$ cat config.mk
export PLATFORM = sky130hd
export DESIGN_NAME = hsc_fine_temp
export DESIGN_NICKNAME = d
export VERILOG_FILES = /design/src/rtl/hsc_pkg.sv /design/src/rtl/hsc_fine_temp.sv
export SDC_FILE = /design/constraint.sdc
export NUM_CORES = 2
export LEC_CHECK = 0
export ABC_AREA = 1
export BUFFER_PORTS_ARGS = -buffer_cell sky130_fd_sc_hd__buf_2
export CAP_MARGIN = 30
export CORE_ASPECT_RATIO = 0.9
export CORE_UTILIZATION = 36
export CTS_CLUSTER_SIZE = 24
export DETAILED_ROUTE_END_ITERATION = 10
export PLACE_DENSITY = 0.56
export SYNTH_ARGS = -nofsm -noshare
export SYNTH_HDL_FRONTEND = slang
export SYNTH_SLANG_ARGS = --single-unit
$ cat constraint.sdc
create_clock -name clk -period 19.6 [get_ports clk]
set_input_delay 1.96 -clock clk [delete_from_list [all_inputs] [get_ports clk]]
set_output_delay 1.96 -clock clk [all_outputs]
set_load 0.005 [all_outputs]
$ cat src/rtl/hsc_pkg.sv
`timescale 1ns / 1ps
`default_nettype none

package hsc_pkg;

  // Register indexes of the configuration port
  localparam int unsigned CFG_INDEX_W = 4;
  localparam logic [CFG_INDEX_W-1:0] CFG_TEMP_ONE      = 4'd0;
  localparam logic [CFG_INDEX_W-1:0] CFG_TEMP_TWO      = 4'd1;
  localparam logic [CFG_INDEX_W-1:0] CFG_TEMP_THREE    = 4'd2;
  localparam logic [CFG_INDEX_W-1:0] CFG_HUM_ONE_THREE = 4'd3;
  localparam logic [CFG_INDEX_W-1:0] CFG_HUM_TWO       = 4'd4;
  localparam logic [CFG_INDEX_W-1:0] CFG_HUM_FOUR      = 4'd5;
  localparam logic [CFG_INDEX_W-1:0] CFG_HUM_FIVE      = 4'd6;
  localparam logic [CFG_INDEX_W-1:0] CFG_HUM_SIX       = 4'd7;

  // Clamp codes carried on tuser
  localparam logic [1:0] CLAMP_NONE = 2'd0;
  localparam logic [1:0] CLAMP_ZERO = 2'd1;
  localparam logic [1:0] CLAMP_MAX  = 2'd2;

  // Arithmetic constants
  localparam logic [31:0] FINE_OFFSET = 32'd76800;
  localparam logic [31:0] HUM_MAX_RAW = 32'd419430400;
  localparam logic [31:0] A_ROUND     = 32'd16384;
  localparam logic [31:0] C_OFFSET    = 32'd32768;
  localparam logic [31:0] B_OFFSET    = 32'd2097152;
  localparam logic [31:0] B_ROUND     = 32'd8192;
  localparam logic [16:0] Q_MAX       = 17'd102400;

  // Pipeline shape
  localparam int unsigned FINE_STAGES = 3;
  localparam int unsigned HUM_STAGES  = 8;
  localparam int unsigned OUT_SLOTS   = 2;
  localparam int unsigned PIPE_DEPTH  = FINE_STAGES + HUM_STAGES + OUT_SLOTS;

  localparam int unsigned IN_TDATA_W  = 40;
  localparam int unsigned OUT_TDATA_W = 24;

  typedef struct packed {
    logic [15:0] t1;
    logic [15:0] t2;
    logic [15:0] t3;
    logic [15:0] h13;
    logic [15:0] h2;
    logic [11:0] h4;
    logic [11:0] h5;
    logic [7:0]  h6;
  } hsc_coef_t;

  typedef struct packed {
    logic        valid;
    logic [31:0] v;
    logic [15:0] raw_h;
  } hsc_fine_t;

  typedef struct packed {
    logic        valid;
    logic [16:0] q;
    logic [1:0]  flag;
  } hsc_result_t;

  function automatic logic [31:0] asr32(input logic [31:0] x, input logic [4:0] n);
    return $unsigned($signed(x) >>> n);
  endfunction

  function automatic logic [31:0] sx16(input logic [15:0] x);
    return {{16{x[15]}}, x};
  endfunction

  function automatic logic [31:0] sx12(input logic [11:0] x);
    return {{20{x[11]}}, x};
  endfunction

  function automatic logic [31:0] sx8(input logic [7:0] x);
    return {{24{x[7]}}, x};
  endfunction

endpackage

`default_nettype wire

$ cat src/rtl/hsc_fine_temp.sv
`timescale 1ns / 1ps
`default_nettype none

module hsc_fine_temp (
  input  wire                      clk,
  input  wire                      rst,
  input  wire                      en,
  input  wire                      in_valid,
  input  wire [7:0]                temp_msb,
  input  wire [7:0]                temp_lsb,
  input  wire [7:0]                temp_xlsb,
  input  wire [7:0]                hum_msb,
  input  wire [7:0]                hum_lsb,
  input  wire hsc_pkg::hsc_coef_t  coef,
  output hsc_pkg::hsc_fine_t       fine_out
);
  import hsc_pkg::*;

  logic [19:0] raw_t;
  logic [31:0] x_term;
  logic [31:0] d_term;

  logic [FINE_STAGES-1:0] vld;
  logic [31:0] m1_1, md_1;
  logic [15:0] rh_1, rh_2, rh_3;
  logic [31:0] p1_2, m2_2;
  logic [31:0] v_3;

  assign raw_t  = {temp_msb, temp_lsb, temp_xlsb[7:4]};
  assign x_term = {15'd0, raw_t[19:3]} - {15'd0, coef.t1, 1'b0};
  assign d_term = {16'd0, raw_t[19:4]} - {16'd0, coef.t1};

  always_ff @(posedge clk) begin
    if (rst) begin
      vld <= '0;
    end else if (en) begin
      vld <= {vld[FINE_STAGES-2:0], in_valid};
    end
  end

  always_ff @(posedge clk) begin
    if (en) begin
      m1_1 <= x_term * sx16(coef.t2);
      md_1 <= d_term * d_term;
      rh_1 <= {hum_msb, hum_lsb};

      p1_2 <= asr32(m1_1, 5'd11);
      m2_2 <= asr32(md_1, 5'd12) * sx16(coef.t3);
      rh_2 <= rh_1;

      v_3  <= p1_2 + asr32(m2_2, 5'd14) - FINE_OFFSET;
      rh_3 <= rh_2;
    end
  end

  assign fine_out = '{valid: vld[FINE_STAGES-1], v: v_3, raw_h: rh_3};

endmodule

`default_nettype wire

==> results.md <==
* Die Height at 311 µm
* Maxcap violations at 0
* Grt total ovfl at 0
* Met3 Resource Use GR at 2.12%
* Met2 Use GR at 31.5%
* Pre-antenna DRT Iters at 5
* Finished Cell Area at 0.0408 mm²
* Fill cells at 10700
* Share of layout cells above drive strength 1 at 5.41%
* CP bufs+invs at 6
* Initial antenna violation count at 2
* Cts hold-fix bufs at 0
* Tightest Pin Transition at 1.04 ns
* DP Area at 0.0401 mm²
* Crit path largest cell delay at 0.92 ns
* Post-DP HPWL at 79300 µm
* WP data required at 19.75 ns
* Clock latency on the worst-skew pair at 0.43 ns
* Fin crit share at 48.9%
* Htree depth at 4
* Iteration-0 DRC count of the detailed router at 1722
* Initial Util at 36.6%
* Final min period at 9.59 ns
* Synthesized netlist cell count at 4480
* Clock transition at the registers of the reported paths at 0.07 ns
* CTS tree: done
* Port bufs at 133
* DIE AREA at 0.107 mm²
* CTS Sinks at 154
* WL per Instance at 16.6 µm
* Core footprint at 0.104 mm²
* Sequential fraction of the synthesis area at 12.0%
* Root Driver: clkbuf_16
* Distinct cells, synth at 51
* Min-Delay Path Depth at 0
* Nets at 5785
* Crit path max-delay cell type: fa_1
* Family with the most delay on the worst path: adder cells
* Fmax at 0.104 GHz
* Drt via density at 4.75
* Max clock buf depth at 2
* # rows at 112
* Final Setup Violations at 0
* Critical Path Most Common Cell: nand2_1
* Async set-reset flop share out of synthesis at 0%
* Worst reg-to-reg setup slack at 13.21 ns
* Met1 usage in global routing at 26.8%
* Critical path depth at 30
* Post-CTS Resized at 0
* Post-Syn Nets at 5749
* Worst hold-check path type: register to register
* Die width at 345 µm
* GRT Resource Usage Total at 19.0%
* Routed WL at 97800 µm
* Area grow syn2layout at 6.75%
* Slew HR at 30.8%
* Pre-CTS setup slack at 9.25 ns
* GRT busiest layer: met2
* Mapped Area at 0.0382 mm²
* RSZ-0062 raised after global routing: false
* # diodes at 0
* Startpoint Class: input port
* Final worst slack at 10.01 ns
* CP max FO at 18
* Fin. max-slew vios at 0
* Post-CTS setup buffer count at 0
* IO Count at 205
* First-pass GRT wire length at 162000 µm
* DRC at 0
* Critical Path AT at 9.75 ns
* R2R cell count at 20
* Vias in the first global route at 30200
* Routability congestion estimate at 0.909
* Vias post-DR at 28000
* Yosys warnings at 0
* Placed Cells at 5863
* Register bit count reported by yosys at 154
* Synth Flop Type: edfxtp_1
* WS Path Type: input port to register
* Synthesized area per cell at 8.52 µm²
* Clock skew at 0.0145 ns
* CP Capture Type: register
* Outcome: complete, no violations
* Num CTS Buffers at 17
* Post-Layout Cell Count at 5897
* EDFF count, synth at 151
* Post-route ant nets at 0
* Largest net degree at the start of global routing at 80
* Setup tns final at 0 ns
* Final Hold Violating Endpoints at 0
path summary, 6_finish.rpt:
kind	end	start
setup / recovery	md_1[31]	temp_lsb[0]
hold / removal	rh_3[15]	rh_2[15]
setup reg to reg	m2_2[31]	md_1[31]
hold reg to reg	rh_3[15]	rh_2[15]
flip-flops by register name (all words and copies together), names as in the netlist:
name	cells
rh_1	16
vld	3
m1_1	21
p1_2	21
rh_3	16
rh_2	16
m2_2	18
md_1	20
v_3	23
metal layers:
metal,wire [µm],vias to the layer above
met2,46100,784
met1,44400,14000
met4,1690,2
met3,5660,97
li1,-,13100
met5,13,-
placed cells by master (no fill, tap or decap), types with 25 or more instances in the layout:
| cell type | instances |
|---|---|
| o21ai_0 | 64 |
| fa_1 | 816 |
| xnor2_1 | 25 |
| buf_2 | 132 |
| inv_1 | 1259 |
| edfxtp_1 | 151 |
| a21oi_1 | 135 |
| nand2_1 | 934 |
| nand3_1 | 89 |
| xor2_1 | 68 |
| ha_1 | 297 |
| nor2_1 | 317 |
cells in the mapped netlist, types with 3 or more instances:
cell	instances	area share (%)
or2_2	24	0.39
a21o_1	22	0.43
nor2_1	317	3.1
o221ai_1	4	0.092
xnor2_1	25	0.57
inv_2	10	0.098
nor3_1	16	0.21
or2_1	3	0.049
nand3_1	89	1.2
edfxtp_1	151	12
xor2_1	71	1.6
a21boi_0	3	0.059
clkbuf_1	80	0.79
and3_1	3	0.049
o21a_1	4	0.079
o21bai_1	11	0.22
nor4_1	10	0.16
a31oi_1	11	0.18
nand2_2	7	0.11
inv_1	1259	12
nand4_1	18	0.29
buf_4	13	0.26
dfxtp_1	3	0.16
nand2_1	934	9.2
o211ai_1	3	0.059
fa_1	816	43
o21ai_0	64	0.84
nand3b_1	5	0.098
a21oi_1	135	1.8
buf_6	4	0.12
buf_1	9	0.088
buf_2	32	0.42
ha_1	297	9.7
logic make-up (layout without fill, tap and decap cells):
| kind of cell | after synthesis | after routing | synth area share [%] |
|---|---|---|---|
| AOI/OAI and AO/OA | 272 | 272 | 4.04 |
| and+or+nand+nor | 1434 | 1434 | 15.0 |
| adders and majority gates | 1113 | 1113 | 52.5 |
| buffers and inverters | 1411 | 1460 | 14.2 |
| DFF | 154 | 154 | 12.0 |
| xor gates and xnor gates | 96 | 96 | 2.20 |
final cells by class:
type                            count  area (µm²)  area share [%]
Inverter                         1273        4780            11.7
Sequential cell                   154        4590            11.3
Tap cell                         1368        1710            4.20
Timing Repair Buffer              155         877            2.15
Multi-Input combinational cell   2915       28200            69.2
Clock buffer                       18         429            1.05
Clock inverter                     14         175           0.430
worst reg2reg max path: cells and delay by family (launching register included):
family	cells	cell delay [ns]
adder cells (fa/ha/maj)	7	3.67
AO/OA/AOI/OAI	4	0.75
flip-flops	1	0.63
AND/OR/NAND/NOR	5	0.58
buffers and inverters	4	0.51
stage by stage:
step	util (%)	hold WS, ns
after floorplan	-	0.400
after global placement	38.4	0.401
after global routing	39.1	0.419
final	39.1	0.417
after detailed placement	38.4	0.405
after CTS	39.0	0.419
Power is not shown: default switching activity piles up to over one toggle a cycle in this logic, so the estimate is an artifact.
