**src/rtl/hsc_pkg.sv**
```systemverilog
`timescale 1ns / 1ps
`default_nettype none

package hsc_pkg;

  // Register indexes of the configuration port
  localparam int unsigned CFG_INDEX_W = 4;
  localparam logic [CFG_INDEX_W-1:0] CFG_TEMP_ONE      = 4'd0;
  localparam logic [CFG_INDEX_W-1:0] CFG_TEMP_TWO      = 4'd1;
  localparam logic [CFG_INDEX_W-1:0] CFG_TEMP_THREE    = 4'd2;
  localparam logic [CFG_INDEX_W-1:0] CFG_HUM_ONE_THREE = 4'd3;
  localparam logic [CFG_INDEX_W-1:0] CFG_HUM_TWO       = 4'd4;
  localparam logic [CFG_INDEX_W-1:0] CFG_HUM_FOUR      = 4'd5;
  localparam logic [CFG_INDEX_W-1:0] CFG_HUM_FIVE      = 4'd6;
  localparam logic [CFG_INDEX_W-1:0] CFG_HUM_SIX       = 4'd7;

  // Clamp codes carried on tuser
  localparam logic [1:0] CLAMP_NONE = 2'd0;
  localparam logic [1:0] CLAMP_ZERO = 2'd1;
  localparam logic [1:0] CLAMP_MAX  = 2'd2;

  // Arithmetic constants
  localparam logic [31:0] FINE_OFFSET = 32'd76800;
  localparam logic [31:0] HUM_MAX_RAW = 32'd419430400;
  localparam logic [31:0] A_ROUND     = 32'd16384;
  localparam logic [31:0] C_OFFSET    = 32'd32768;
  localparam logic [31:0] B_OFFSET    = 32'd2097152;
  localparam logic [31:0] B_ROUND     = 32'd8192;
  localparam logic [16:0] Q_MAX       = 17'd102400;

  // Pipeline shape
  localparam int unsigned FINE_STAGES = 3;
  localparam int unsigned HUM_STAGES  = 8;
  localparam int unsigned OUT_SLOTS   = 2;
  localparam int unsigned PIPE_DEPTH  = FINE_STAGES + HUM_STAGES + OUT_SLOTS;

  localparam int unsigned IN_TDATA_W  = 40;
  localparam int unsigned OUT_TDATA_W = 24;

  typedef struct packed {
    logic [15:0] t1;
    logic [15:0] t2;
    logic [15:0] t3;
    logic [15:0] h13;
    logic [15:0] h2;
    logic [11:0] h4;
    logic [11:0] h5;
    logic [7:0]  h6;
  } hsc_coef_t;

  typedef struct packed {
    logic        valid;
    logic [31:0] v;
    logic [15:0] raw_h;
  } hsc_fine_t;

  typedef struct packed {
    logic        valid;
    logic [16:0] q;
    logic [1:0]  flag;
  } hsc_result_t;

  function automatic logic [31:0] asr32(input logic [31:0] x, input logic [4:0] n);
    return $unsigned($signed(x) >>> n);
  endfunction

  function automatic logic [31:0] sx16(input logic [15:0] x);
    return {{16{x[15]}}, x};
  endfunction

  function automatic logic [31:0] sx12(input logic [11:0] x);
    return {{20{x[11]}}, x};
  endfunction

  function automatic logic [31:0] sx8(input logic [7:0] x);
    return {{24{x[7]}}, x};
  endfunction

endpackage

`default_nettype wire

```
**src/rtl/hsc_out_skid.sv**
```systemverilog
`timescale 1ns / 1ps
`default_nettype none

module hsc_out_skid (
  input  wire                                clk,
  input  wire                                rst,
  input  wire hsc_pkg::hsc_result_t          res,
  output logic                               pipe_en,
  output logic                               m_tvalid,
  input  wire                                m_tready,
  output logic [hsc_pkg::OUT_TDATA_W-1:0]    m_tdata,
  output logic [1:0]                         m_tuser
);
  import hsc_pkg::*;

  logic        o_valid;
  logic [16:0] o_q;
  logic [1:0]  o_flag;
  logic        k_valid;
  logic [16:0] k_q;
  logic [1:0]  k_flag;

  // Hold the pipeline only while the spare slot is occupied
  assign pipe_en = !k_valid;

  always_ff @(posedge clk) begin
    if (rst) begin
      o_valid <= 1'b0;
      k_valid <= 1'b0;
    end else if (m_tready || !o_valid) begin
      if (k_valid) begin
        o_valid <= 1'b1;
        k_valid <= 1'b0;
      end else begin
        o_valid <= res.valid;
      end
    end else if (!k_valid && res.valid) begin
      k_valid <= 1'b1;
    end
  end

  always_ff @(posedge clk) begin
    if (m_tready || !o_valid) begin
      if (k_valid) begin
        o_q    <= k_q;
        o_flag <= k_flag;
      end else begin
        o_q    <= res.q;
        o_flag <= res.flag;
      end
    end else if (!k_valid) begin
      k_q    <= res.q;
      k_flag <= res.flag;
    end
  end

  assign m_tvalid = o_valid;
  assign m_tdata  = {{(OUT_TDATA_W - 17){1'b0}}, o_q};
  assign m_tuser  = o_flag;

endmodule

`default_nettype wire

```
**config.mk**
```make
export PLATFORM = sky130hd
export DESIGN_NAME = hsc_out_skid
export DESIGN_NICKNAME = d
export VERILOG_FILES = /design/src/rtl/hsc_pkg.sv /design/src/rtl/hsc_out_skid.sv
export SDC_FILE = /design/constraint.sdc
export NUM_CORES = 1
export LEC_CHECK = 0
export BUFFER_PORTS_ARGS = -buffer_cell sky130_fd_sc_hd__clkbuf_2
export CAP_MARGIN = 10
export CORE_MARGIN = 3
export CORE_UTILIZATION = 25
export CTS_BUF_LIST = sky130_fd_sc_hd__clkbuf_8
export CTS_CLUSTER_DIAMETER = 50
export DETAILED_ROUTE_END_ITERATION = 10
export PLACE_DENSITY_LB_ADDON = 0.08
export SYNTH_ARGS = -nofsm -noshare
export SYNTH_HDL_FRONTEND = slang
export SYNTH_SLANG_ARGS = --single-unit
```
**constraint.sdc**
```tcl
create_clock -name clk -period 1.8 [get_ports clk]
set_input_delay 0.18 -clock clk [delete_from_list [all_inputs] [get_ports clk]]
set_output_delay 0.18 -clock clk [all_outputs]
set_load 0.02 [all_outputs]
```
==> results of run 1 <==
-- sequential cells by signal (all words and copies together) (netlist names) --
| name | cells |
|---|---|
| k_q | 17 |
| o_q | 17 |
| k_flag | 2 |
| m_tuser | 2 |
| k_valid | 1 |
| m_tvalid | 1 |
-- worst reg2reg max path: cells and delay by family, from the launching register on --
family	cells	cell delay, ps
multiplexers	1	370
flip-flops	1	330
buffers and inverters	1	250
-- cell usage in the layout (no fill, tap or decap), types with 2 or more instances in the layout --
cell type / netlist / final
edfxtp_1: 38 / 38
mux2_4: 18 / 18
clkinv_2: 0 / 2
dfxtp_1: 2 / 2
conb_1: 1 / 7
clkbuf_8: 0 / 6
buf_4: 7 / 3
clkbuf_2: 0 / 43
-- stage by stage --
| stage | instance area, µm² | setup slack, ps |
|---|---|---|
| final | 1950 | 581 |
| after floorplan | 1600 | 328 |
| after global routing | 1950 | 500 |
| after global placement | 1860 | 590 |
| after detailed placement | 1860 | 590 |
| after CTS | 1950 | 548 |
-- metal layers --
metal	track usage [%]	vias up
met2	12.1	37
met5	0	-
met4	3.45	0
met1	9.90	351
met3	4.47	6
li1	-	364
-- area by class of cell --
class	instances	area share, %
clock buffer	6	4.24
clock inverter	2	0.513
inverter	2	0.578
multi-input combinational	30	17.1
sequential	40	60.6
tap	75	4.81
timing repair buffer	46	12.2
-- cell families (layout without fill, tap and decap cells) --
family | Yosys count | count (layout) | share of synthesized area (%)
AND/OR/NAND/NOR | 3 | 3 | 1.11
buffers and inverters | 11 | 56 | 5.25
multiplexers | 19 | 19 | 17.9
flip-flops | 40 | 40 | 75.2
other | 1 | 7 | 0.239
AO/OA/AOI/OAI | 1 | 1 | 0.318
-- how the worst max path moves through the flow --
stage,startpoint,to,slack (ps),cells after the start
floorplan,m_tvalid$_SDFFE_PP0P_,k_flag[0]$_DFFE_PN_,330,2
detailed placement,m_tvalid$_SDFFE_PP0P_,k_flag[1]$_DFFE_PN_,590,2
CTS,k_valid$_SDFFE_PP0P_,pipe_en,550,3
global route,k_valid$_SDFFE_PP0P_,pipe_en,500,3
finish,k_valid$_SDFFE_PP0P_,pipe_en,580,3
global placement,m_tvalid$_SDFFE_PP0P_,k_flag[1]$_DFFE_PN_,590,2
-- power groups by stage --
stage	clock, µW	sequential, µW	combinational, µW
after detailed placement	0	1110	199
after global routing	686	1100	210
after CTS	635	1090	199
after global placement	0	1110	199
after floorplan	0	1160	89.1
final	609	1090	195
==> impl_metrics.json, run 1 <==
{
  "run_status": "completed",
  "synth_flop_cell": "edfxtp_1",
  "synth_cell_types": 12,
  "grt_use_total_pct": 8.21,
  "drt-met1-wl_um": 1200,
  "grt_pass1_wl_um": 4330,
  "clk_pin_slew_ps": 80,
  "yosys.area.top_type_share_pct": 72.6,
  "postRouteAntennaNets": 0,
  "area_delta_synth_final_pct": 24.0,
  "stdcell_count": 201,
  "antenna_found_initial": 0,
  "die_h_um": 85.3,
  "r2r-start": "k_valid$_SDFFE_PP0P_",
  "arrival_ps": 1040,
  "path_class": "register to output pin",
  "startpoint_type": "register",
  "combPwrFrac_pct": 10.3,
  "drc": 0,
  "seqCellArea_mm2": 0.00118,
  "clk_latency_ps": 290,
  "grt_pass1_vias": 802,
  "drv_slew": 0,
  "post-synth-top-count-cell": "edfxtp_1",
  "htreeDepth": 2,
  "rsz0062_at_grt": "false",
  "fmax_mhz": 820,
  "r2r_slack_ps": 600,
  "port_buffers": 43,
  "powerDensity_mw_per_mm2": 973,
  "syn_avg_cell_area_um2": 21.0,
  "syn-cell-area_mm2": 0.00157,
  "finalNetCount": 148,
  "worst_hold_slack_ps": 51.3,
  "antenna_cells": 0,
  "cts_sinks": 40,
  "switchingPower_uw": 432,
  "dr_wl_met2_um": 1230,
  "pin_count": 51,
  "hp-start": "rst",
  "postCtsHoldBufs": 0,
  "wl_per_cell_um": 13.6,
  "p_sw_share_pct": 22.8,
  "crit_path_end_kind": "output pin",
  "final_util_pct": 32.5,
  "n_fill_cell": 610,
  "ys_warn_count": 0,
  "vias_per_cell": 3.77,
  "yosys_register_bits": 40,
  "overflow": 0,
  "firstDrtPassIters": 4,
  "total_power_uw": 1900,
  "gp_congestion": 0.635,
  "synthCells": 75,
  "routed_wl_um": 2740,
  "fin_crit_ps": 1220,
  "drive_gt1_share_pct": 60.3,
  "cp_top_family": "buffers and inverters",
  "p_leak_uw": 0.000790,
  "synthTopCellsByCount": "38 x edfxtp_1, 18 x mux2_4, 7 x buf_4",
  "highest_layer": "met4",
  "cts_buffers": 5,
  "synth_edf_count": 38,
  "hold_depth": 2,
  "clkPwrFrac_pct": 32.1,
  "required_ps": 1620,
  "cts_resized": 0,
  "crit_chain": "buf_4, inv_1, clkbuf_2",
  "setup_violations": 0,
  "num_vias": 758,
  "slowest_delay_ps": 330,
  "drt_iter0_markers": 23,
  "hold_path_class": "input pin to register",
  "ys_async_sr_fraction_pct": 0,
  "worstPathMaxFanout": 9,
  "worst-path-buf-inv": 3,
  "die_area_mm2": 0.00727,
  "start_util_pct": 26.2,
  "wl_met3_um": 267,
  "cts_setup_buffers": 0,
  "min_period_over_period_pct": 67.7,
  "hold_viol": 0,
  "coreArea_mm2": 0.00599,
  "ir_worst_vdd_mv": 0.346,
  "internal_power_uw": 1460,
  "crit_slowest_cell": "dfxtp_1",
  "placed_cells": 193,
  "synthTopCellsByArea": "edfxtp_1 73%, mux2_4 17%, buf_4 3.3%",
  "r2r_end": "k_q[14]$_DFFE_PN_",
  "place_hpwl_um": 1820,
  "hold_path_end": "m_tvalid$_SDFFE_PP0P_",
  "maxCapViolCount": 0,
  "cts_tree": "done",
  "synth_top_cell_by_area": "edfxtp_1",
  "dieWidth_um": 85.3,
  "row_count": 28,
  "cts_buffer_depth": 2,
  "yosysSeqAreaShare_pct": 75.2,
  "grt_max_degree": 22,
  "p_seq_share_pct": 57.6,
  "reg2reg_depth": 2,
  "tns_ps": 0,
  "multiInputGateArea_um2": 333,
  "clock_skew_ps": 6.24,
  "clockRootBuffer": "clkbuf_8"
}
Power figures use the tool's default switching activity.
==> run 2: changes to the inputs <==
ABC_AREA = 1   (was default)
clock period = 1 ns   (was 1.8 ns; I/O delays follow)
==> impl_metrics.json, run 2 <==
{
  "hold_path_class": "input pin to register",
  "fin_area_mm2": 0.00220,
  "area_delta_synth_final_pct": 44.5,
  "arrival_ps": 1090,
  "vias_per_cell": 3.87,
  "synth_cell_types": 11,
  "antenna_cells": 0,
  "cts_sinks": 40,
  "gp_congestion": 0.663,
  "ys_warn_count": 0,
  "final_util_pct": 38.5,
  "pin_count": 51,
  "antenna_found_initial": 0,
  "drc": 0,
  "coreArea_mm2": 0.00571,
  "synthTopCellsByCount": "59 x nand2_1, 38 x edfxtp_1, 9 x buf_4, 3 x inv_1",
  "yosys_register_bits": 40,
  "port_buffers": 43,
  "clk_latency_ps": 290,
  "r2r_slack_ps": -40,
  "maxCapViolCount": 0,
  "routed_wl_um": 3170,
  "grt_pass1_wl_um": 5000,
  "path_class": "register to register",
  "final_common_cell": "clkbuf_2",
  "die_area_mm2": 0.00706,
  "powerDensity_mw_per_mm2": 1740,
  "clk_pin_slew_ps": 80,
  "start_util_pct": 26.6,
  "rsz0062_at_grt": "true",
  "syn-cell-area_mm2": 0.00152,
  "hold_viol": 0,
  "fmax_mhz": 960,
  "die_h_um": 84.0,
  "syn_avg_cell_area_um2": 12.8,
  "required_ps": 1040,
  "num_vias": 968,
  "run_status": "finished, violations left",
  "cts_buffer_depth": 2,
  "post-synth-top-count-cell": "nand2_1",
  "tns_ps": -426,
  "firstDrtPassIters": 2,
  "drive_gt1_share_pct": 59.0,
  "drv_slew": 0,
  "postPlaceCellArea_mm2": 0.00190,
  "place_hpwl_um": 2210,
  "p_leak_uw": 0.000938,
  "ys_async_sr_fraction_pct": 0,
  "grt_max_degree": 14,
  "postCtsHoldBufs": 0,
  "cts_tree": "done",
  "postRouteAntennaNets": 0,
  "finalNetCount": 200,
  "yosys.area.top_type_share_pct": 75.0,
  "wl_per_cell_um": 12.7,
  "ir_worst_vdd_mv": 0.768,
  "htreeDepth": 2,
  "synthTopCellsByArea": "edfxtp_1 75%, nand2_1 15%, buf_4 4.4%",
  "synthCells": 119,
  "final_cell_mix": "41 x clkbuf_2, 38 x edfxtp_1, 34 x nand2_2, 24 x nand2_1, 7 x conb_1",
  "fin_crit_ps": 1040,
  "min_period_over_period_pct": 104,
  "clockRootBuffer": "clkbuf_8",
  "cts_buffers": 5,
  "drt_iter0_markers": 34,
  "synth_flop_cell": "edfxtp_1",
  "grt_pass1_vias": 958,
  "layout_setup_ws_ps": -42.0,
  "crit_path_end_kind": "register",
  "overflow": 0,
  "row_count": 27,
  "grt_use_total_pct": 9.29,
  "largest_registers": "k_q: 17 flops, o_q: 17 flops",
  "startpoint_type": "register",
  "yosysSeqAreaShare_pct": 77.6,
  "setup_violations": 27,
  "violations": "negative setup slack",
  "dieWidth_um": 84.0,
  "clock_skew_ps": 4.42,
  "worst_hold_slack_ps": 51.3,
  "synth_top_cell_by_area": "edfxtp_1",
  "synth_edf_count": 38,
  "worstPathMaxFanout": 4,
  "pre_cts_ws_ps": 28.8
}
## run 2: cell types whose count changed after synthesis, sizes merged, moves of 2 or more
cell / change
inv: +2
nand2: +59
mux2: -19
buf: +2
## run 2: timing repair
| item | 4_1_cts | 5_1_grt |
|---|---|---|
| cloned | 0 | 1 |
| gates resized for setup | 13 | 37 |
| pin swaps | 0 | 3 |
| hold endpoints to repair | 0 | 0 |
| setup buffers | 5 | 0 |
| endpoints found under the setup margin | 1 | 46 |
## run 2: layer usage
metal | GRT usage (%) | part of all wire [%] | vias up
met3 | 3.95 | 7.1 | 2
met2 | 14.5 | 48 | 40
met4 | 3.51 | 0.54 | 0
met1 | 11.4 | 45 | 431
met5 | 0 | 0 | -
li1 | - | - | 495
## run 2: metrics by stage
stage | std cells | total power, µW
CTS | 251 | 3850
floorplan | 125 | 2260
finish | 250 | 3820
global route | 250 | 3990
detailed placement | 238 | 2420
global placement | 238 | 2420
## run 2: logic make-up (layout without fill, tap and decap cells)
family / count (synthesis) / count (layout) / share of synthesized area [%]
compound gates: 1 / 1 / 0.329
buf+inv: 15 / 68 / 6.08
flops: 40 / 40 / 77.6
other cells: 1 / 7 / 0.246
simple gates: 62 / 62 / 15.7
## run 2: critical path, cell delays in order (launching register included)
cell	delay (ps)
dfxtp_2	360
inv_4	50
buf_12	120
buf_4	140
nand2_1	60
nand2_1	60
## run 2: power by group
group / leakage, µW / internal [µW] / switching (µW)
logic: 0.000486 / 164 / 268
registers: 0.000390 / 1960 / 37.6
clock network: 0.0000614 / 816 / 576
## run 2: worst paths after layout
path,startpoint,end,cells past startpoint
worst max register to register,k_valid$_SDFFE_PP0P_,k_q[13]$_DFFE_PN_,5
worst min register to register,k_q[4]$_DFFE_PN_,k_q[4]$_DFFE_PN_,2
worst min-delay path,res[19],m_tvalid$_SDFFE_PP0P_,3
worst max-delay path,k_valid$_SDFFE_PP0P_,k_q[13]$_DFFE_PN_,5
## run 2: layout make-up
class | count | area [µm²]
inverters | 4 | 21.3
fillers | 577 | 3510
multi-input cells | 70 | 372
clock inverters | 2 | 38.8
flip-flops and latches | 40 | 1190
well taps | 72 | 90.1
clock buffers | 6 | 82.6
repair buffers | 56 | 408
==> run 3: changes to the inputs <==
CORE_UTILIZATION = 40   (was 25)
==> impl_metrics.json, run 3 (synthesis gave the netlist of run 2 again) <==
{
  "run_status": "finished, violations left",
  "violations": "negative setup slack",
  "clk_latency_ps": 290,
  "cts_tree": "done",
  "grt_pass1_vias": 913,
  "port_buffers": 43,
  "clockRootBuffer": "clkbuf_8",
  "rsz0062_at_grt": "true",
  "pin_count": 51,
  "largest_registers": "k_q: 17 flops, o_q: 17 flops",
  "htreeDepth": 2,
  "powerDensity_mw_per_mm2": 1690,
  "num_vias": 981,
  "crit_path_end_kind": "register",
  "required_ps": 1040,
  "cts_buffer_depth": 2,
  "final_common_cell": "nand2_1",
  "grt_use_total_pct": 14.2,
  "overflow": 0,
  "arrival_ps": 1080,
  "wl_per_cell_um": 13.2,
  "p_seq_share_pct": 59.4,
  "tns_ps": -288,
  "area_delta_synth_final_pct": 30.7,
  "drive_gt1_share_pct": 44.6,
  "clkPwrFrac_pct": 29.2,
  "drv_slew": 0,
  "fmax_mhz": 966,
  "total_power_uw": 3360,
  "firstDrtPassIters": 4,
  "ir_worst_vdd_mv": 0.980,
  "fin_area_mm2": 0.00199,
  "coreArea_mm2": 0.00349,
  "fin_crit_ps": 1030,
  "antenna_found_initial": 0,
  "hold_path_class": "input pin to register",
  "n_fill_cell": 316,
  "postRouteAntennaNets": 0,
  "grt_max_degree": 20,
  "antenna_cells": 0,
  "p_leak_uw": 0.000876,
  "die_h_um": 67.7,
  "clk_pin_slew_ps": 70,
  "grt_pass1_wl_um": 4460,
  "dieWidth_um": 67.7,
  "path_class": "register to register",
  "combPwrFrac_pct": 11.5,
  "row_count": 21,
  "die_area_mm2": 0.00458,
  "setup_violations": 16,
  "postCtsHoldBufs": 0,
  "routed_wl_um": 2930,
  "maxCapViolCount": 0,
  "drt_iter0_markers": 39,
  "place_hpwl_um": 1890,
  "hold_viol": 0,
  "drc": 0,
  "cts_buffers": 5,
  "startpoint_type": "register",
  "internal_power_uw": 2550,
  "cts_sinks": 40,
  "worst_hold_slack_ps": 53.2,
  "vias_per_cell": 4.44,
  "p_sw_share_pct": 23.9,
  "final_cell_mix": "45 x nand2_1, 42 x clkbuf_2, 38 x edfxtp_1, 13 x nand2_2, 7 x conb_1",
  "postPlaceCellArea_mm2": 0.00181,
  "worstPathMaxFanout": 5,
  "clock_skew_ps": 4.31,
  "switchingPower_uw": 803,
  "finalNetCount": 197,
  "min_period_over_period_pct": 103,
  "gp_congestion": 0.674,
  "start_util_pct": 43.5,
  "layout_setup_ws_ps": -34.7
}
-- run 3: layout make-up --
type | count | area, µm² | share of cell area (%)
flip-flops and latches | 40 | 1190 | 59.8
repair buffers | 51 | 302 | 15.2
inverters | 4 | 26.3 | 1.32
clock inverters | 3 | 11.3 | 0.566
repair inverters | 2 | 15.0 | 0.755
multi-input cells | 70 | 319 | 16.0
well taps | 46 | 57.6 | 2.89
clock buffers | 5 | 68.8 | 3.46
-- run 3: per-stage QoR --
step,utilization (%),cells,setup slack [ps]
floorplan,-,125,-136
global placement,51.9,208,51.9
detailed placement,51.9,208,29.4
CTS,55.8,221,-7.12
global route,56.9,221,-71.3
finish,56.9,221,-34.7
-- run 3: final timing paths --
path / start / to / slack [ps] / cells after the start
hold reg to reg: k_q[14]$_DFFE_PN_ / o_q[14]$_DFFE_PP_ / 550 / 2
setup / recovery: k_valid$_SDFFE_PP0P_ / k_q[14]$_DFFE_PN_ / -30 / 3
hold / removal: res[19] / m_tvalid$_SDFFE_PP0P_ / 50 / 3
setup reg to reg: k_valid$_SDFFE_PP0P_ / k_q[14]$_DFFE_PN_ / -30 / 3
-- run 3: power by group through the flow --
stage | clock (µW) | sequential [µW] | combinational, µW
6_report | 980 | 1990 | 385
5_1_grt | 1100 | 2000 | 423
4_1_cts | 1010 | 1990 | 377
3_5_place_dp | 0 | 2030 | 368
3_3_place_gp | 0 | 2030 | 362
2_1_floorplan | 0 | 2120 | 141
-- run 3: layer usage --
| metal | vias up | GRT usage, % | routed length (µm) |
|---|---|---|---|
| li1 | 486 | - | - |
| met1 | 443 | 17.9 | 1260 |
| met2 | 46 | 21.3 | 1380 |
| met3 | 6 | 5.82 | 233 |
| met4 | 0 | 6.84 | 51 |
| met5 | - | 0 | 0 |
-- run 3: worst max-delay path: stages (launching register included) --
cell and delay [ps]:
dfxtp_4 420, clkinvlp_4 200, nand2_1 110, nand2_1 60
-- run 3: what timing repair did --
| action | 4_1_cts | 5_1_grt |
|---|---|---|
| pin swaps | 0 | 3 |
| buffers inserted | 3 | 0 |
| gates cloned | 2 | 0 |
| endpoints found under the setup margin | 1 | 39 |
| resized for setup | 8 | 15 |
