### src/rtl/hsc_pkg.sv
`timescale 1ns / 1ps
`default_nettype none

package hsc_pkg;

  // Register indexes of the configuration port
  localparam int unsigned CFG_INDEX_W = 4;
  localparam logic [CFG_INDEX_W-1:0] CFG_TEMP_ONE      = 4'd0;
  localparam logic [CFG_INDEX_W-1:0] CFG_TEMP_TWO      = 4'd1;
  localparam logic [CFG_INDEX_W-1:0] CFG_TEMP_THREE    = 4'd2;
  localparam logic [CFG_INDEX_W-1:0] CFG_HUM_ONE_THREE = 4'd3;
  localparam logic [CFG_INDEX_W-1:0] CFG_HUM_TWO       = 4'd4;
  localparam logic [CFG_INDEX_W-1:0] CFG_HUM_FOUR      = 4'd5;
  localparam logic [CFG_INDEX_W-1:0] CFG_HUM_FIVE      = 4'd6;
  localparam logic [CFG_INDEX_W-1:0] CFG_HUM_SIX       = 4'd7;

  // Clamp codes carried on tuser
  localparam logic [1:0] CLAMP_NONE = 2'd0;
  localparam logic [1:0] CLAMP_ZERO = 2'd1;
  localparam logic [1:0] CLAMP_MAX  = 2'd2;

  // Arithmetic constants
  localparam logic [31:0] FINE_OFFSET = 32'd76800;
  localparam logic [31:0] HUM_MAX_RAW = 32'd419430400;
  localparam logic [31:0] A_ROUND     = 32'd16384;
  localparam logic [31:0] C_OFFSET    = 32'd32768;
  localparam logic [31:0] B_OFFSET    = 32'd2097152;
  localparam logic [31:0] B_ROUND     = 32'd8192;
  localparam logic [16:0] Q_MAX       = 17'd102400;

  // Pipeline shape
  localparam int unsigned FINE_STAGES = 3;
  localparam int unsigned HUM_STAGES  = 8;
  localparam int unsigned OUT_SLOTS   = 2;
  localparam int unsigned PIPE_DEPTH  = FINE_STAGES + HUM_STAGES + OUT_SLOTS;

  localparam int unsigned IN_TDATA_W  = 40;
  localparam int unsigned OUT_TDATA_W = 24;

  typedef struct packed {
    logic [15:0] t1;
    logic [15:0] t2;
    logic [15:0] t3;
    logic [15:0] h13;
    logic [15:0] h2;
    logic [11:0] h4;
    logic [11:0] h5;
    logic [7:0]  h6;
  } hsc_coef_t;

  typedef struct packed {
    logic        valid;
    logic [31:0] v;
    logic [15:0] raw_h;
  } hsc_fine_t;

  typedef struct packed {
    logic        valid;
    logic [16:0] q;
    logic [1:0]  flag;
  } hsc_result_t;

  function automatic logic [31:0] asr32(input logic [31:0] x, input logic [4:0] n);
    return $unsigned($signed(x) >>> n);
  endfunction

  function automatic logic [31:0] sx16(input logic [15:0] x);
    return {{16{x[15]}}, x};
  endfunction

  function automatic logic [31:0] sx12(input logic [11:0] x);
    return {{20{x[11]}}, x};
  endfunction

  function automatic logic [31:0] sx8(input logic [7:0] x);
    return {{24{x[7]}}, x};
  endfunction

endpackage

`default_nettype wire

### src/rtl/hsc_cfg_regs.sv
`timescale 1ns / 1ps
`default_nettype none

module hsc_cfg_regs (
  input  wire                             clk,
  input  wire                             rst,
  input  wire                             wr_en,
  input  wire [hsc_pkg::CFG_INDEX_W-1:0]  wr_index,
  input  wire [15:0]                      wr_data,
  output hsc_pkg::hsc_coef_t              coef
);
  import hsc_pkg::*;

  always_ff @(posedge clk) begin
    if (rst) begin
      coef <= '0;
    end else if (wr_en) begin
      case (wr_index)
        CFG_TEMP_ONE:      coef.t1  <= wr_data;
        CFG_TEMP_TWO:      coef.t2  <= wr_data;
        CFG_TEMP_THREE:    coef.t3  <= wr_data;
        CFG_HUM_ONE_THREE: coef.h13 <= wr_data;
        CFG_HUM_TWO:       coef.h2  <= wr_data;
        CFG_HUM_FOUR:      coef.h4  <= wr_data[11:0];
        CFG_HUM_FIVE:      coef.h5  <= wr_data[11:0];
        CFG_HUM_SIX:       coef.h6  <= wr_data[7:0];
        default: begin
          // drop writes beyond the register list
        end
      endcase
    end
  end

endmodule

`default_nettype wire

### config.mk
export PLATFORM = sky130hd
export DESIGN_NAME = hsc_cfg_regs
export DESIGN_NICKNAME = d
export VERILOG_FILES = /design/src/rtl/hsc_pkg.sv /design/src/rtl/hsc_cfg_regs.sv
export SDC_FILE = /design/constraint.sdc
export NUM_CORES = 1
export LEC_CHECK = 0
export ABC_AREA = 0
export BUFFER_PORTS_ARGS = -buffer_cell sky130_fd_sc_hd__buf_4
export CORE_MARGIN = 2
export CORE_UTILIZATION = 57
export CTS_BUF_LIST = sky130_fd_sc_hd__clkbuf_4 sky130_fd_sc_hd__clkbuf_8
export DETAILED_ROUTE_END_ITERATION = 12
export PLACE_DENSITY = 0.95
export SYNTH_ARGS = -nofsm -noshare
export SYNTH_HDL_FRONTEND = slang
export SYNTH_SLANG_ARGS = --single-unit
### constraint.sdc
create_clock -name clk -period 4.1 [get_ports clk]
set_clock_uncertainty 0.1 [all_clocks]
set_input_delay 0.82 -clock clk [delete_from_list [all_inputs] [get_ports clk]]
set_output_delay 0.82 -clock clk [all_outputs]
set_load 0.02 [all_outputs]
==> metrics, run 1 <==
CTS Hold Buffers Added=0; register area share after synthesis=0.504; sw power=453 uW; Flop pwr share=0.598; Clock Power Share=0.322; Slew @ Worst Pin=877 ps; num ports=135; port buffer count=134; element type at the critical path start=input port; GRT overflow=0; CTS buffer count=9; Mapped Nets=420; Crit. End Element=flip-flop; clock buffer depth=2; initial antenna violation count=0; min cycle time layout=2180 ps; Area growth syn-to-layout=25.7%; drt first pass iters=4; Wirelength per Cell=16.6 microns; Clk Tree Root Cell=clkbuf_8; share of cells above drive strength 1=0.304; Biggest register=coef; # nets final=535; max-slew violation total from the final report=0; CP Cell Sequence=buf_4 > nor3b_4 > and2_1 > mux2i_1; cts repair resizes=0; Post-CTS Setup Bufs=0; Net Sw Frac=0.244; max cap viols=0; Core Area=7650 sq um; die height=92.3 microns; max_slew headroom=0.415; DRC violations left=0; worst-path fanout max=14; post-synthesis instance area=4450 sq um; Synth cell types=18; Hold Violations, Final=0; Clk pin slew, worst setup/hold paths=100 ps; Die W=92.3 microns; pre-CTS setup slack=1570 ps; Tot GR Track Use=0.243; WS Path Type=input port to flip-flop; Setup Viol. Count Final=0; YS warnings=0; RSZ-0062 raised after global routing=no; Post-Synthesis Cells=397; DR vias/cell=5.05; Sink Count=112; Power Dens Cells=332 nW/um^2; leakage=0.00291 uW; n_diodes=0; First DRT Iteration DRCs=136; DIE AREA=8520 sq um; Hold Path Class=flip-flop to flip-flop; Post-Route WL=10.3 mm; synthesized flop and latch total=112; TritonCTS clock tree=built; synthesized area per cell=11.2 sq um; via count of the first global-routing pass=3209; Final ANT Viol Nets=0; internal power=1400 uW; max FFs per register=112; Clk Latency, worst-skew pair=360 ps; critical path data required time=4270 ps; initial core utilization=0.581; maximum clock rate=460 MHz; Filler cells=558; CP peak stage delay=760 ps; outcome=finished, final reports clean; Gate power share=0.080; detailed placement HPWL=7.06 mm; Critical-path top delay cell=and2_1; # rows=32; Multi-input gate area=2030 sq um; setup TNS=0 ps; global-route wire length before repair=16.2 mm; largest net degree at the start of global routing=113; setup slack after layout=1920 ps; Max rail drop VDD=0.177 mV; largest registers=coef: 112 flops; Critical Path AT=2350 ps; register cell area after layout=2240 sq um; CTS H-tree depth=3; Tcrit/Tclk final=0.531; routed vias=3124; GPL Wtd Cong=0.801
-- power by group through the flow --
stage / combinational, uW / sequential, uW / clock (uW)
6_report: 148 / 1110 / 597
5_1_grt: 158 / 1110 / 657
4_1_cts: 149 / 1110 / 606
3_5_place_dp: 149 / 1130 / 0
3_3_place_gp: 146 / 1130 / 0
2_1_floorplan: 75.3 / 1150 / 0
-- critical path: cells and delay by family --
kind	cells	cell delay, ps
muxes	1	300
and+or+nand+nor	2	1090
buffers and inverters	1	120
-- placed cells by master (no fill, tap or decap), drive strengths merged, types with 2 or more instances in the layout --
cell	n
nand2	6
nand3	2
nand2b	128
clkinv	3
clkbuf	10
inv	2
dfxtp	112
mux2i	112
nor2b	2
buf	135
-- logic make-up after synthesis --
family                 count (synthesis)  synth area share
buffers and inverters                 31            0.0394
flip-flops                           112             0.504
AND/OR/NAND/NOR                      142             0.204
multiplexers                         112             0.252
-- synth_stat cells --
library cell  instances  area share
buf_4                 2      0.0034
nor2_1                1     0.00084
nor3b_4               1      0.0042
buf_6                 5       0.013
buf_8                 1      0.0034
dfxtp_1             112        0.50
and2_1                1      0.0014
buf_2                 2      0.0023
nand2b_1            128        0.18
nand2_1               3      0.0025
clkbuf_1             13       0.011
nand3_4               1      0.0039
nand3_2               1      0.0023
and3b_1               1      0.0020
mux2i_1             112        0.25
nand2_2               3      0.0042
nor2b_1               2      0.0028
buf_1                 8      0.0068
-- per-layer routing --
layer	up-vias	wire (microns)	global-route usage
li1	1523	-	-
met1	1501	4500	0.303
met2	93	5040	0.417
met3	7	645	0.0627
met4	0	74	0.0697
met5	-	0	0
-- through the flow --
| step | power, uW | hold slack [ps] | instances | area [sq um] | utilization |
|---|---|---|---|---|---|
| floorplan | 1230 | 446 | 397 | 4450 | - |
| global placement | 1280 | 361 | 603 | 5410 | 0.708 |
| detailed placement | 1280 | 366 | 603 | 5410 | 0.708 |
| CTS | 1860 | 382 | 619 | 5590 | 0.731 |
| global route | 1930 | 400 | 619 | 5590 | 0.731 |
| finish | 1850 | 379 | 619 | 5590 | 0.731 |
-- final cells by class --
| cell class | count | area share |
|---|---|---|
| Clock buffer | 10 | 0.0235 |
| Timing Repair Buffer | 135 | 0.181 |
| Multi-Input combinational cell | 254 | 0.363 |
| Tap cell | 102 | 0.0228 |
| Sequential cell | 112 | 0.401 |
| Clock inverter | 6 | 0.00784 |
-- worst paths after layout --
path                         startpoint               endpoint  slack [ps]  cells after the start
setup / recovery            wr_index[3]  coef[84]$_SDFFE_PP0P_        1920                      4
hold / removal    coef[90]$_SDFFE_PP0P_  coef[90]$_SDFFE_PP0P_         380                      2
setup reg to reg  coef[54]$_SDFFE_PP0P_  coef[54]$_SDFFE_PP0P_        3310                      2
hold reg to reg   coef[90]$_SDFFE_PP0P_  coef[90]$_SDFFE_PP0P_         380                      2
(Power assumes the default switching activity.)
==> run 2, diff against run 1 <==
--- a/config.mk
+++ b/config.mk
@@ -5,13 +5,13 @@
 export SDC_FILE = /design/constraint.sdc
 export NUM_CORES = 1
 export LEC_CHECK = 0
-export ABC_AREA = 0
+export ABC_AREA = 1
 export BUFFER_PORTS_ARGS = -buffer_cell sky130_fd_sc_hd__buf_4
 export CORE_MARGIN = 2
-export CORE_UTILIZATION = 57
+export CORE_UTILIZATION = 48
 export CTS_BUF_LIST = sky130_fd_sc_hd__clkbuf_4 sky130_fd_sc_hd__clkbuf_8
 export DETAILED_ROUTE_END_ITERATION = 12
-export PLACE_DENSITY = 0.95
+export PLACE_DENSITY = 0.88
 export SYNTH_ARGS = -nofsm -noshare
 export SYNTH_HDL_FRONTEND = slang
 export SYNTH_SLANG_ARGS = --single-unit
==> constraint.sdc (replaced) <==
create_clock -name clk -period 1.8 [get_ports clk]
set_clock_uncertainty 0.1 [all_clocks]
set_input_delay 0.36 -clock clk [delete_from_list [all_inputs] [get_ports clk]]
set_output_delay 0.36 -clock clk [all_outputs]
set_load 0.02 [all_outputs]
==> metrics, run 2 <==
CP peak stage delay=370 ps (-390 ps); Most used DFF post-synth=dfxtp_1; Synth Area in Simple Gates=0.422 (+0.218); CTS H-tree depth=3 (unchanged); # rows=35 (+9.4%); post-synthesis compound-gate area fraction=0 (unchanged); First DRT Iteration DRCs=158 (+16%); worst-path fanout max=2 (-12); Post-Synthesis Cells=667 (+68%); initial antenna violation count=0 (unchanged); Die W=102 microns (+11%); max_slew headroom=0.690 (+0.274); critical path data required time=1340 ps (-2930 ps); hold path start=wr_data[5]; WS Path Type=flip-flop to output port; element type at the critical path start=flip-flop; Net Sw Frac=0.252 (+0.00764); # nets final=809 (+51%); drt first pass iters=5 (+1); synthesized flop and latch total=112 (unchanged); TritonCTS clock tree=built; outcome=finished, final reports clean; Sink Count=112 (unchanged); routed vias=4200 (+34%); share of the synthesized area in the top cell type=0.482 (-0.0224); Wirelength per Cell=12.9 microns (-22%); max FFs per register=112 (unchanged); Synth cell types=19 (+1); CP Cell Sequence=buf_4; pre-CTS setup slack=168 ps (-1400 ps); Post-Route WL=11.9 mm (+16%); Post-synth EDFFs=0 (unchanged); largest cells by area after synthesis=dfxtp_1 (48%), nor2_1 (17%), nand2_1 (16%), inv_1 (4.0%), buf_6 (3.1%); Post-synth ARST share=0 (unchanged); global-route wire length before repair=18.2 mm (+12%); detailed placement HPWL=8.16 mm (+16%); Buf+Inv Stages, Crit Path=1 (unchanged); clock buffer depth=2 (unchanged); Critical-path top delay cell=dfxtp_1; share of cells above drive strength 1=0.238 (-0.0654); count leader, synth=nor2_1; DRC violations left=0 (unchanged); XOR/XNOR Fraction of Synth Area=0 (unchanged); Hold EP=coef[53]$_SDFFE_PP0P_; Worst R2R End=coef[51]$_SDFFE_PP0P_; max cap viols=0 (unchanged); worst r2r path cells=4 (+2); die height=102 microns (+11%); num ports=135 (unchanged); register area share after synthesis=0.482 (-0.0224); main combinational cell family by area after synthesis=simple AND/OR/NAND/NOR gates; Mapped Nets=690 (+64%); cts repair resizes=0 (unchanged); post-synthesis instance area=4650 sq um (+4.6%); n_diodes=0 (unchanged); largest registers=coef: 112 flops; CTS Hold Buffers Added=0 (unchanged); Worst Hold Depth=3 (+1); max-slew violation total from the final report=0 (unchanged); DIE AREA=10500 sq um (+23%); Hold Path Class=input port to flip-flop; cell accounting for the most synthesized area=dfxtp_1; synthesized area per cell=6.98 sq um (-38%); Placed Area=5680 sq um (+4.9%); Clk Latency, worst-skew pair=350 ps (about the same); Clk Tree Root Cell=clkbuf_8; Finished Cell Area=5870 sq um (+5.1%); via count of the first global-routing pass=3610 (+12%); Core Area=9330 sq um (+22%); most frequent cells in the layout=nor2_1 (215), nand2_1 (193), buf_4 (140), dfxtp_1 (112), inv_1 (49); GPL Wtd Cong=0.885 (+11%); Tcrit/Tclk final=0.743; RSZ-0062 raised after global routing=no; sw power=1150 uW (+150%); GRT overflow=0 (unchanged); Tot GR Track Use=0.229 (-0.0140); internal power=3420 uW (+140%); Setup Viol. Count Final=0 (unchanged); maximum clock rate=747 MHz; Flop pwr share=0.560 (-0.038); Gate power share=0.116 (+0.036); initial core utilization=0.499 (-0.0826); Area growth syn-to-layout=26.2%; YS warnings=0 (unchanged); min cycle time layout=1340 ps; port buffer count=134 (unchanged); setup slack after layout=462 ps (-1460 ps); Critical Path AT=880 ps (-1470 ps); Post-CTS Setup Bufs=0 (unchanged); Final ANT Viol Nets=0 (unchanged); leakage=0.00294 uW (+1.0%); Post-synth top cells=nor2_1 (215), nand2_1 (193), dfxtp_1 (112), inv_1 (50); Slew @ Worst Pin=464 ps (-413 ps); Crit. End Element=output port; fraction of the mapped netlist area in adder cells=0 (unchanged); Clock Power Share=0.324 (+0.002); CTS buffer count=9 (unchanged); Largest delay share family, worst path=flip-flops; Hold Violations, Final=0 (unchanged); largest net degree at the start of global routing=63 (-44%); post-synthesis mux area share=0 (-0.252); DR vias/cell=4.58 (-9.3%); Biggest register=coef; Power Dens Cells=779 nW/um^2 (+130%); Max rail drop VDD=0.443 mV (+150%); setup TNS=0 ps (unchanged); Critical R2R Launch=coef[51]$_SDFFE_PP0P_; commonest non-fill, non-tap cell in the layout=nor2_1; Clk pin slew, worst setup/hold paths=100 ps (about the same); Reg2Reg Setup Slack=1020 ps (-2290 ps)
[run 2: worst max path at each step]
stage                               start                     to  depth (start not counted)
floorplan                     wr_index[3]  coef[84]$_SDFFE_PP0P_                          5
global placement              wr_index[3]  coef[31]$_SDFFE_PP0P_                          7
detailed placement            wr_index[3]  coef[28]$_SDFFE_PP0P_                          7
CTS                 coef[74]$_SDFFE_PP0P_               coef[74]                          1
global route        coef[30]$_SDFFE_PP0P_               coef[30]                          1
finish              coef[30]$_SDFFE_PP0P_               coef[30]                          1
[run 2: area by class of cell]
cell class | count | area [sq um]
flip-flops and latches | 112 | 2240
clock inverters | 3 | 42.5
multi-input cells | 467 | 1970
fillers | 882 | 3450
well taps | 129 | 161
repair buffers | 143 | 1110
clock buffers | 11 | 151
inverters | 53 | 200
[run 2: tightest hold or removal path, delay by kind of cell]
family	cells	cell delay [ps]
AND/OR/NAND/NOR	2	120
buffers and inverters	1	90
[run 2: logic make-up after synthesis]
| family | count (synthesis) |
|---|---|
| flops | 112 |
| simple gates | 467 |
| buf+inv | 88 |
[run 2: stage by stage]
step	instances	utilization	total power (uW)	hold slack, ps
3_5_place_dp	904	0.609	3150	372
2_1_floorplan	667	-	2930	395
3_3_place_gp	904	0.609	3140	365
4_1_cts	918	0.630	4610	132
6_report	918	0.630	4580	147
5_1_grt	918	0.630	4780	141
[run 2: layer usage]
metal,vias up,part of all wire,GRT usage
met3,23,0.065,0.0486
met1,1820,0.44,0.300
met4,0,0.020,0.0790
met2,136,0.47,0.377
met5,-,0,0
li1,2221,-,-
[run 2: power groups by stage]
stage               registers [uW]  clock network [uW]  logic [uW]
finish                        2560                1480         533
detailed placement            2620                   0         532
CTS                           2560                1520         533
global placement              2620                   0         526
floorplan                     2680                   0         251
global route                  2570                1620         586
==> run 3, diff against run 2 <==
==> constraint.sdc (replaced) <==
create_clock -name clk -period 1.2 [get_ports clk]
set_clock_uncertainty 0.1 [all_clocks]
set_input_delay 0.24 -clock clk [delete_from_list [all_inputs] [get_ports clk]]
set_output_delay 0.24 -clock clk [all_outputs]
set_load 0.02 [all_outputs]
==> metrics, run 3 (same netlist as run 2, synthesis figures left out) <==
clock buffer depth=2 (unchanged); Post-Route WL=12.4 mm (+4.4%); setup TNS=0 ps (unchanged); TritonCTS clock tree=built; max cap viols=0 (unchanged); Slew @ Worst Pin=383 ps (-81.6 ps); initial core utilization=0.499 (unchanged); Setup Viol. Count Final=0 (unchanged); routed vias=4444 (+5.8%); First DRT Iteration DRCs=213 (+35%); Critical Path AT=840 ps (-40 ps); most frequent cells in the layout=nor2_1 (215), nand2_1 (193), dfxtp_2 (108), buf_4 (94), buf_6 (64); Hold Path Class=input port to flip-flop; Core Area=9330 sq um (unchanged); worst-path fanout max=2 (unchanged); outcome=finished, final reports clean; GPL Wtd Cong=0.831 (-6.1%); max FFs per register=112 (unchanged); Clk Tree Root Cell=clkbuf_8; Finished Cell Area=6650 sq um (+13%); Final ANT Viol Nets=0 (unchanged); DIE AREA=10500 sq um (unchanged); Wirelength per Cell=13.1 microns (+1.0%); Placed Area=5980 sq um (+5.3%); Multi-input gate area=1970 sq um (unchanged); Biggest register=coef; critical path data required time=860 ps (-480 ps); Sink Count=112 (unchanged); Tot GR Track Use=0.228 (-0.00119); port buffer count=134 (unchanged); Max rail drop VDD=0.642 mV (+45%); CP peak stage delay=350 ps (-20 ps); Buf+Inv Stages, Crit Path=1 (unchanged); GRT overflow=0 (unchanged); register cell area after layout=2380 sq um (+6.0%); num ports=135 (unchanged); drt first pass iters=5 (unchanged); CP Cell Sequence=buf_4; RSZ-0062 raised after global routing=yes; maximum clock rate=845 MHz; Largest delay share family, worst path=flip-flops; detailed placement HPWL=8.50 mm (+4.2%); largest registers=coef: 112 flops; Hold WS=19.5 ps (-128 ps); Clk pin slew, worst setup/hold paths=100 ps (about the same); CTS H-tree depth=3 (unchanged); # nets final=839 (+3.7%); max_slew headroom=0.745 (+0.0549); WS Path Type=flip-flop to output port; die height=102 microns (unchanged); DRC violations left=0 (unchanged); commonest non-fill, non-tap cell in the layout=nor2_1; # rows=35 (unchanged); element type at the critical path start=flip-flop; share of cells above drive strength 1=0.399 (+0.161); n_diodes=0 (unchanged); initial antenna violation count=0 (unchanged); Tcrit/Tclk final=0.987; Critical-path top delay cell=dfxtp_1; global-route wire length before repair=18.4 mm (+1.3%); Area growth syn-to-layout=42.8%; total power=7200 uW (+57%); Die W=102 microns (unchanged); max-slew violation total from the final report=0 (unchanged); Crit. End Element=output port; Power Dens Cells=1080 nW/um^2 (+39%); CTS buffer count=9 (unchanged); Clk Latency, worst-skew pair=350 ps (about the same); leakage=0.00325 uW (+10%); DR vias/cell=4.68 (+2.4%); largest net degree at the start of global routing=47 (-25%); Hold Violations, Final=0 (unchanged); Filler cells=725 (-18%); via count of the first global-routing pass=3789 (+5.0%); min cycle time layout=1180 ps
run 3: cell types whose count changed in the layout (fill, tap and decap cells not counted):
cell       previous run  this run
buf_6                 0        64
buf_4               140        94
clkinv_2              2         1
dfxtp_2               0       108
dfxtp_1             112         4
clkbuf_4              0         3
bufinv_16             1         2
buf_12                3        15
clkbuf_8             11         9
run 3: worst paths after layout:
check | start | to | slack (ps) | depth (start not counted)
worst max-delay path | coef[81]$_SDFFE_PP0P_ | coef[81] | 20 | 1
worst min-delay path | wr_data[5] | coef[101]$_SDFFE_PP0P_ | 20 | 3
worst max register to register | coef[97]$_SDFFE_PP0P_ | coef[97]$_SDFFE_PP0P_ | 360 | 5
worst min register to register | coef[32]$_SDFFE_PP0P_ | coef[32]$_SDFFE_PP0P_ | 380 | 2
run 3: power by group:
group	leakage (uW)	switching (uW)	internal, uW
registers	0.000959	54.7	3810
logic	0.00218	536	387
clock network	0.000107	1170	1240
run 3: stage by stage:
| step | instances | util | setup WS [ps] |
|---|---|---|---|
| global placement | 924 | 0.641 | -76.1 |
| global route | 949 | 0.712 | -16.3 |
| finish | 949 | 0.712 | 16.0 |
| floorplan | 667 | - | 114 |
| CTS | 939 | 0.672 | 0.238 |
| detailed placement | 924 | 0.641 | -101 |
run 3: layout make-up:
class / count / share of cell area
inverter: 53 / 0.0301
multi-input combinational: 467 / 0.296
timing repair buffer: 173 / 0.260
tap: 129 / 0.0243
clock buffer: 12 / 0.0220
clock inverter: 3 / 0.0102
sequential: 112 / 0.358
run 3: timing repair:
action / CTS / global route
gates resized for setup: 54 / 118
hold buffers: 0 / 0
setup endpoints to repair: 50 / 99
buffers inserted: 0 / 10
run 3: routing by layer:
metal / vias up / share of wire / track usage
met3: 29 / 0.071 / 0.0492
met4: 0 / 0.027 / 0.0882
met1: 1985 / 0.41 / 0.290
met2: 152 / 0.49 / 0.379
li1: 2278 / - / -
met5: - / 0 / 0
